<file path="src/design/tapid_pkg.sv">
// shared types, widths and field offsets for the three-axis pid core
// no dependencies; used by every module of the core
`default_nettype none

package tapid_pkg;

    localparam int AXES_DEF     = 3;
    localparam int NUM_CARRIERS = 3;
    localparam int FIELD_W      = 24;
    localparam int GAIN_W       = 16;
    localparam int LIM_W        = 21;
    localparam int DT_W         = 16;
    localparam int DRIVE_W      = 32;
    localparam int GAIN_REG_W   = 48;
    localparam int LIM_REG_W    = 63;
    localparam int CFG_IDX_W    = 2;
    localparam int IN_TDATA_W   = 232;
    localparam int OUT_TDATA_W  = 104;
    localparam int FF_LSB       = 0;
    localparam int PE_LSB       = 72;
    localparam int DE_LSB       = 144;
    localparam int DT_LSB       = 216;
    localparam int MASK_LSB     = 96;

    typedef enum logic [CFG_IDX_W-1:0] {
        REG_P_GAINS,
        REG_I_GAINS,
        REG_D_GAINS,
        REG_INTEG_LIMITS
    } tapid_reg_t;

    typedef enum logic [2:0] {
        ST_IDLE,
        ST_MUL,
        ST_INTEG,
        ST_IMUL,
        ST_SUM,
        ST_OUT
    } tapid_state_t;

    typedef struct packed {
        logic mul_en;
        logic integ_en;
        logic imul_en;
        logic sum_en;
        logic clr;
    } tapid_lane_ctl_t;

endpackage

`default_nettype wire

</file>
<file path="src/design/tapid_merge.sv">
// merge stage: packs the lane results into the output word and holds it
// depends on tapid_pkg
`default_nettype none

module tapid_merge (
    input  wire                                                     aclk,
    input  wire                                                     aresetn,
    input  wire                                                     load,
    input  wire [tapid_pkg::NUM_CARRIERS*tapid_pkg::DRIVE_W-1:0]    drive_bus,
    input  wire [tapid_pkg::NUM_CARRIERS-1:0]                       mask,
    output logic                                                    m_axis_tvalid,
    input  wire                                                     m_axis_tready,
    output logic [tapid_pkg::OUT_TDATA_W-1:0]                       m_axis_tdata
);

    localparam int PAD_W = tapid_pkg::OUT_TDATA_W - tapid_pkg::MASK_LSB
                         - tapid_pkg::NUM_CARRIERS;

    logic                                 valid_reg, valid_next;
    logic [tapid_pkg::OUT_TDATA_W-1:0]    data_reg;

    always_comb begin
        valid_next = valid_reg;
        if (load) begin
            valid_next = 1'b1;
        end else if (m_axis_tready) begin
            valid_next = 1'b0;
        end
    end

    always_ff @(posedge aclk) begin
        if (!aresetn) begin
            valid_reg <= 1'b0;
        end else begin
            valid_reg <= valid_next;
        end
    end

    always_ff @(posedge aclk) begin
        if (load) begin
            data_reg <= {{PAD_W{1'b0}}, mask, drive_bus};
        end
    end

    assign m_axis_tvalid = valid_reg;
    assign m_axis_tdata  = data_reg;

endmodule

`default_nettype wire

</file>
<file path="config.mk">
export PLATFORM = sky130hd
export DESIGN_NAME = tapid_merge
export DESIGN_NICKNAME = d
export VERILOG_FILES = /design/src/design/tapid_pkg.sv /design/src/design/tapid_merge.sv
export SDC_FILE = /design/constraint.sdc
export NUM_CORES = 1
export LEC_CHECK = 0
export BUFFER_PORTS_ARGS = -buffer_cell sky130_fd_sc_hd__buf_2
export CORE_ASPECT_RATIO = 0.6
export CORE_MARGIN = 2
export CORE_UTILIZATION = 35
export CTS_CLUSTER_SIZE = 20
export DETAILED_ROUTE_END_ITERATION = 7
export PLACE_DENSITY = 0.82
export SLEW_MARGIN = 5
export SYNTH_ARGS = -nofsm -noshare
export SYNTH_HDL_FRONTEND = slang
export SYNTH_SLANG_ARGS = --single-unit
export TNS_END_PERCENT = 50
</file>
<file path="constraint.sdc">
create_clock -name aclk -period 0.8 [get_ports aclk]
set_input_delay 0 -clock aclk [delete_from_list [all_inputs] [get_ports aclk]]
set_output_delay 0 -clock aclk [all_outputs]
set_load 0.005 [all_outputs]
</file>
==> results of run 1 <==
metrics by stage:
| stage | util | area [µm²] | worst slack (ns) | cells |
|---|---|---|---|---|
| after global placement | 0.5022 | 4264 | 0.02782 | 428 |
| after detailed placement | 0.5022 | 4264 | 0.02064 | 428 |
| after floorplan | - | 3070 | 0.1276 | 112 |
Yosys cell counts, drive strengths merged:
cell type	count	area, µm²
edfxtp	99	2973
buf	5	37.54
conb	1	3.750
dfxtp	1	20.02
nor2b	1	13.76
o21a	1	7.510
logic make-up after synthesis:
kind of cell / after synthesis / synth area share
DFF: 100 / 0.9795
buffers and inverters: 5 / 0.01229
AOI/OAI and AO/OA: 1 / 0.002458
and+or+nand+nor: 1 / 0.004503
other: 1 / 0.001227
==> metrics.yaml, run 1 <==
run_status:
  status: "did not finish"
  lastStage: "clock tree synthesis (4_1_cts)"
  stop_error: "[ERROR RSZ-0060] Max buffer count reached."
synth:
  synth_seq_cells: 100
  yosysUniqueCellTypes: 6
  ys_seq_area_frac: 0.9795
  synth_area_per_cell_um2: 28.29
  syn_area_um2: 3055
  synth_cells: 108
  ys_warn_count: 0
place:
  routabilityCongestion: 0.7644
  io_buffers: 202
  hpwl_mm: 5.318
die:
  fp.dieH_um: 76.38
  start_util: 0.3599
  die_w_um: 124.6
  io_pins: 208
  num_rows: 26
clock_tree:
  hold_buffers: 101
  cts_made_buffers: 9
  cts.repair.resized: 0
  htree_levels: 3
  cts_buffer_depth: 2
  clock_sinks: 100
  root_buffer: "clkbuf_16"
  post-cts-setup-buffer-count: 0
==> run 2, diff against run 1 <==
- CORE_ASPECT_RATIO: 0.6 -> unset
- CORE_UTILIZATION: 35 -> 20
- CTS_CLUSTER_SIZE: 20 -> unset
- PLACE_DENSITY: 0.82 -> unset
- PLACE_DENSITY_LB_ADDON: unset -> 0.15
- clock period: 0.8 -> 1 ns (I/O delays scaled with it)
==> run 2 against run 1 <==
The run now ends clean. Area after synthesis did not move. Synthesized cell count unchanged.
==> metrics.yaml, run 2 <==
place:
  dp.cells: 501  # +17%
  io_buffers: 202  # unchanged
  routabilityCongestion: 0.6919  # -9.5%
  post-place-ws_ns: 0.2034  # +0.1827 ns
die:
  fp.dieH_um: 127.6  # +67%
  core-area_um2: 15090
  die_w_um: 127.6  # +2.4%
  die_area_um2: 16280
  io_pins: 208  # unchanged
  num_rows: 45  # +73%
  start_util: 0.2025  # -0.1574
grt:
  grt_overflow: 0
  grt_pass1_wl_mm: 11.71
  antenna_found_initial: 0
  groute.usage.overall: 0.09865
  grt_pass1_vias: 2320
  grt_max_degree: 32
job:
  cap_viol_max_count: 0
cells_and_area:
  area_growth_syn_to_layout_pct: 86.04
  largest_reg_flops: 99
  stdcell_count: 618
  final_common_cell: "buf_2"
  fin_util: 0.3767
  diodes: 0
  final_cell_mix: "buf_2, dlygate4sd3_1, edfxtp_1"
  drive_gt1_frac: 0.5163
  fin_nets: 528
worst_hold_path:
  hold_class: "input pin to flip-flop"
worst_setup_path:
  cp-end-kind: "output port"
  crit_buf_inv: 1
  critPathKind: "flip-flop to output port"
  cp.arrival_ns: 0.87
  rrSetupSlack_ns: 0.32
  start_kind: "flip-flop"
  path_cells: "buf_2"
  crit_path_max_fanout: 1
  critPathMaxStageDelay_ns: 0.38
  crit_slowest_cell: "edfxtp_1"
  cp_top_family: "flip-flops"
  worstPathRequired_ns: 1.00
timing:
  clock.fmax_mhz: 1147
  setup_viol_count_final: 0
  period_share: 0.8722
  slew_violations: 0
  final-hold-violation-count: 0
  rsz0062_at_grt: "no"
  skew_ns: 0
  setup_tns_ns: 0
  setup_slack_ns: 0.1278
  finalCriticalPeriod_ns: 0.8722
detailed_routing:
  first_pass_iters: 4
  route.detailed.drc: 0
  drtAntennaViolNets: 0
  vias: 2239
  routed_wl_mm: 8.020
  wl_per_cell_um: 12.98
  drt-initial-drc-count: 93
  vias_per_cell: 3.623
synth:
  synth_cells: 108  # unchanged
  synth-main-ff-cell: "edfxtp_1"
  syn_area_um2: 3055  # unchanged
  synth.top_cells.by_area: "edfxtp_1, buf_4, dfxtp_1"
  synth_edf_count: 99  # unchanged
  synth_area_per_cell_um2: 28.29  # unchanged
  post-synth-top-area-cell: "edfxtp_1"
  yosysUniqueCellTypes: 6  # unchanged
  ys_top_cells_by_count: "edfxtp_1, buf_4"
  ys_warn_count: 0  # unchanged
  synth_seq_cells: 100  # unchanged
  synth.top_cell.area_share: 0.9730  # unchanged
  yosysMostFrequentCell: "edfxtp_1"
  ys_seq_area_frac: 0.9795  # unchanged
  async_flop_share: 0  # unchanged
pwr:
  p_sw_frac: 0.2021
  power.leakage_nw: 2.409
  p_total_mw: 9.788
  p_clk_frac: 0.382
  combPwrFrac: 0.103
  max-vdd-ir-drop_v: 0.001188
  p_int_mw: 7.809
  seqPwrFrac: 0.515
  switchingPower_mw: 1.979
  p_per_area_nw_per_um2: 1722
clock_tree:
  cts.repair.resized: 0  # unchanged
  cts_made_buffers: 9  # unchanged
  clk_pin_slew_ns: 0.07
  cts_tree: "yes"
  post-cts-setup-buffer-count: 0  # unchanged
  clock_latency_ns: 0.34
  cts_buffer_depth: 2  # unchanged
  htree_levels: 3  # unchanged
  clock_sinks: 100  # unchanged
  root_buffer: "clkbuf_16"
run_status:
  status: "complete, no violations"
==> run 2: path summary, 6_finish.rpt <==
path / startpoint / to / cells after the start
max: m_axis_tdata[2] / m_axis_tdata[2] / 1
min: load / m_axis_tdata[17] / 1
max reg2reg: m_axis_tvalid / m_axis_tvalid / 2
min reg2reg: m_axis_tvalid / m_axis_tvalid / 2
==> run 2: power by group through the flow <==
stage / Combinational (mW) / Sequential, mW / Clock, mW
detailed placement: 0.714 / 5.13 / 0
global route: 1.10 / 5.07 / 4.05
floorplan: 0.0238 / 5.20 / 0
CTS: 1.02 / 5.04 / 3.92
finish: 1.01 / 5.04 / 3.74
global placement: 0.717 / 5.13 / 0
==> run 2: repair_timing <==
item / 4_1_cts / 5_1_grt
endpoints found under the setup margin: 0 / 0
hold endpoints to repair: 100 / 0
hold buffers: 101 / 0
==> run 2: routing by layer <==
metal | wire (µm) | track usage
met1 | 2860 | 0.09533
met2 | 4267 | 0.1765
met3 | 770 | 0.05653
met4 | 121 | 0.03232
met5 | 0 | 0
==> run 2: kinds of logic (layout without fill, tap and decap cells) <==
| logic type | after synthesis | count (layout) | synth area share |
|---|---|---|---|
| compound gates | 1 | 1 | 0.002458 |
| buf+inv | 5 | 323 | 0.01229 |
| flops | 100 | 100 | 0.9795 |
| other cells | 1 | 5 | 0.001227 |
| simple gates | 1 | 1 | 0.004503 |
==> run 2: final cells by class <==
cell class                      instances  area (µm²)
Multi-Input combinational cell          7       40.04
Sequential cell                       100        2993
Timing Repair Buffer                  307        2092
Fill cell                            1450        9405
Tap cell                              188       235.2
Clock inverter                          7       98.84
Clock buffer                            9       225.2
==> run 2: metrics by stage <==
stage | cell area (µm²) | hold slack, ns
after floorplan | 3070 | 0.09887
after global placement | 4349 | 0.1763
after detailed placement | 4349 | 0.1781
after CTS | 5684 | 0.003639
after global routing | 5684 | 0.005167
final | 5684 | 0.02399
(Power assumes the default switching activity.)
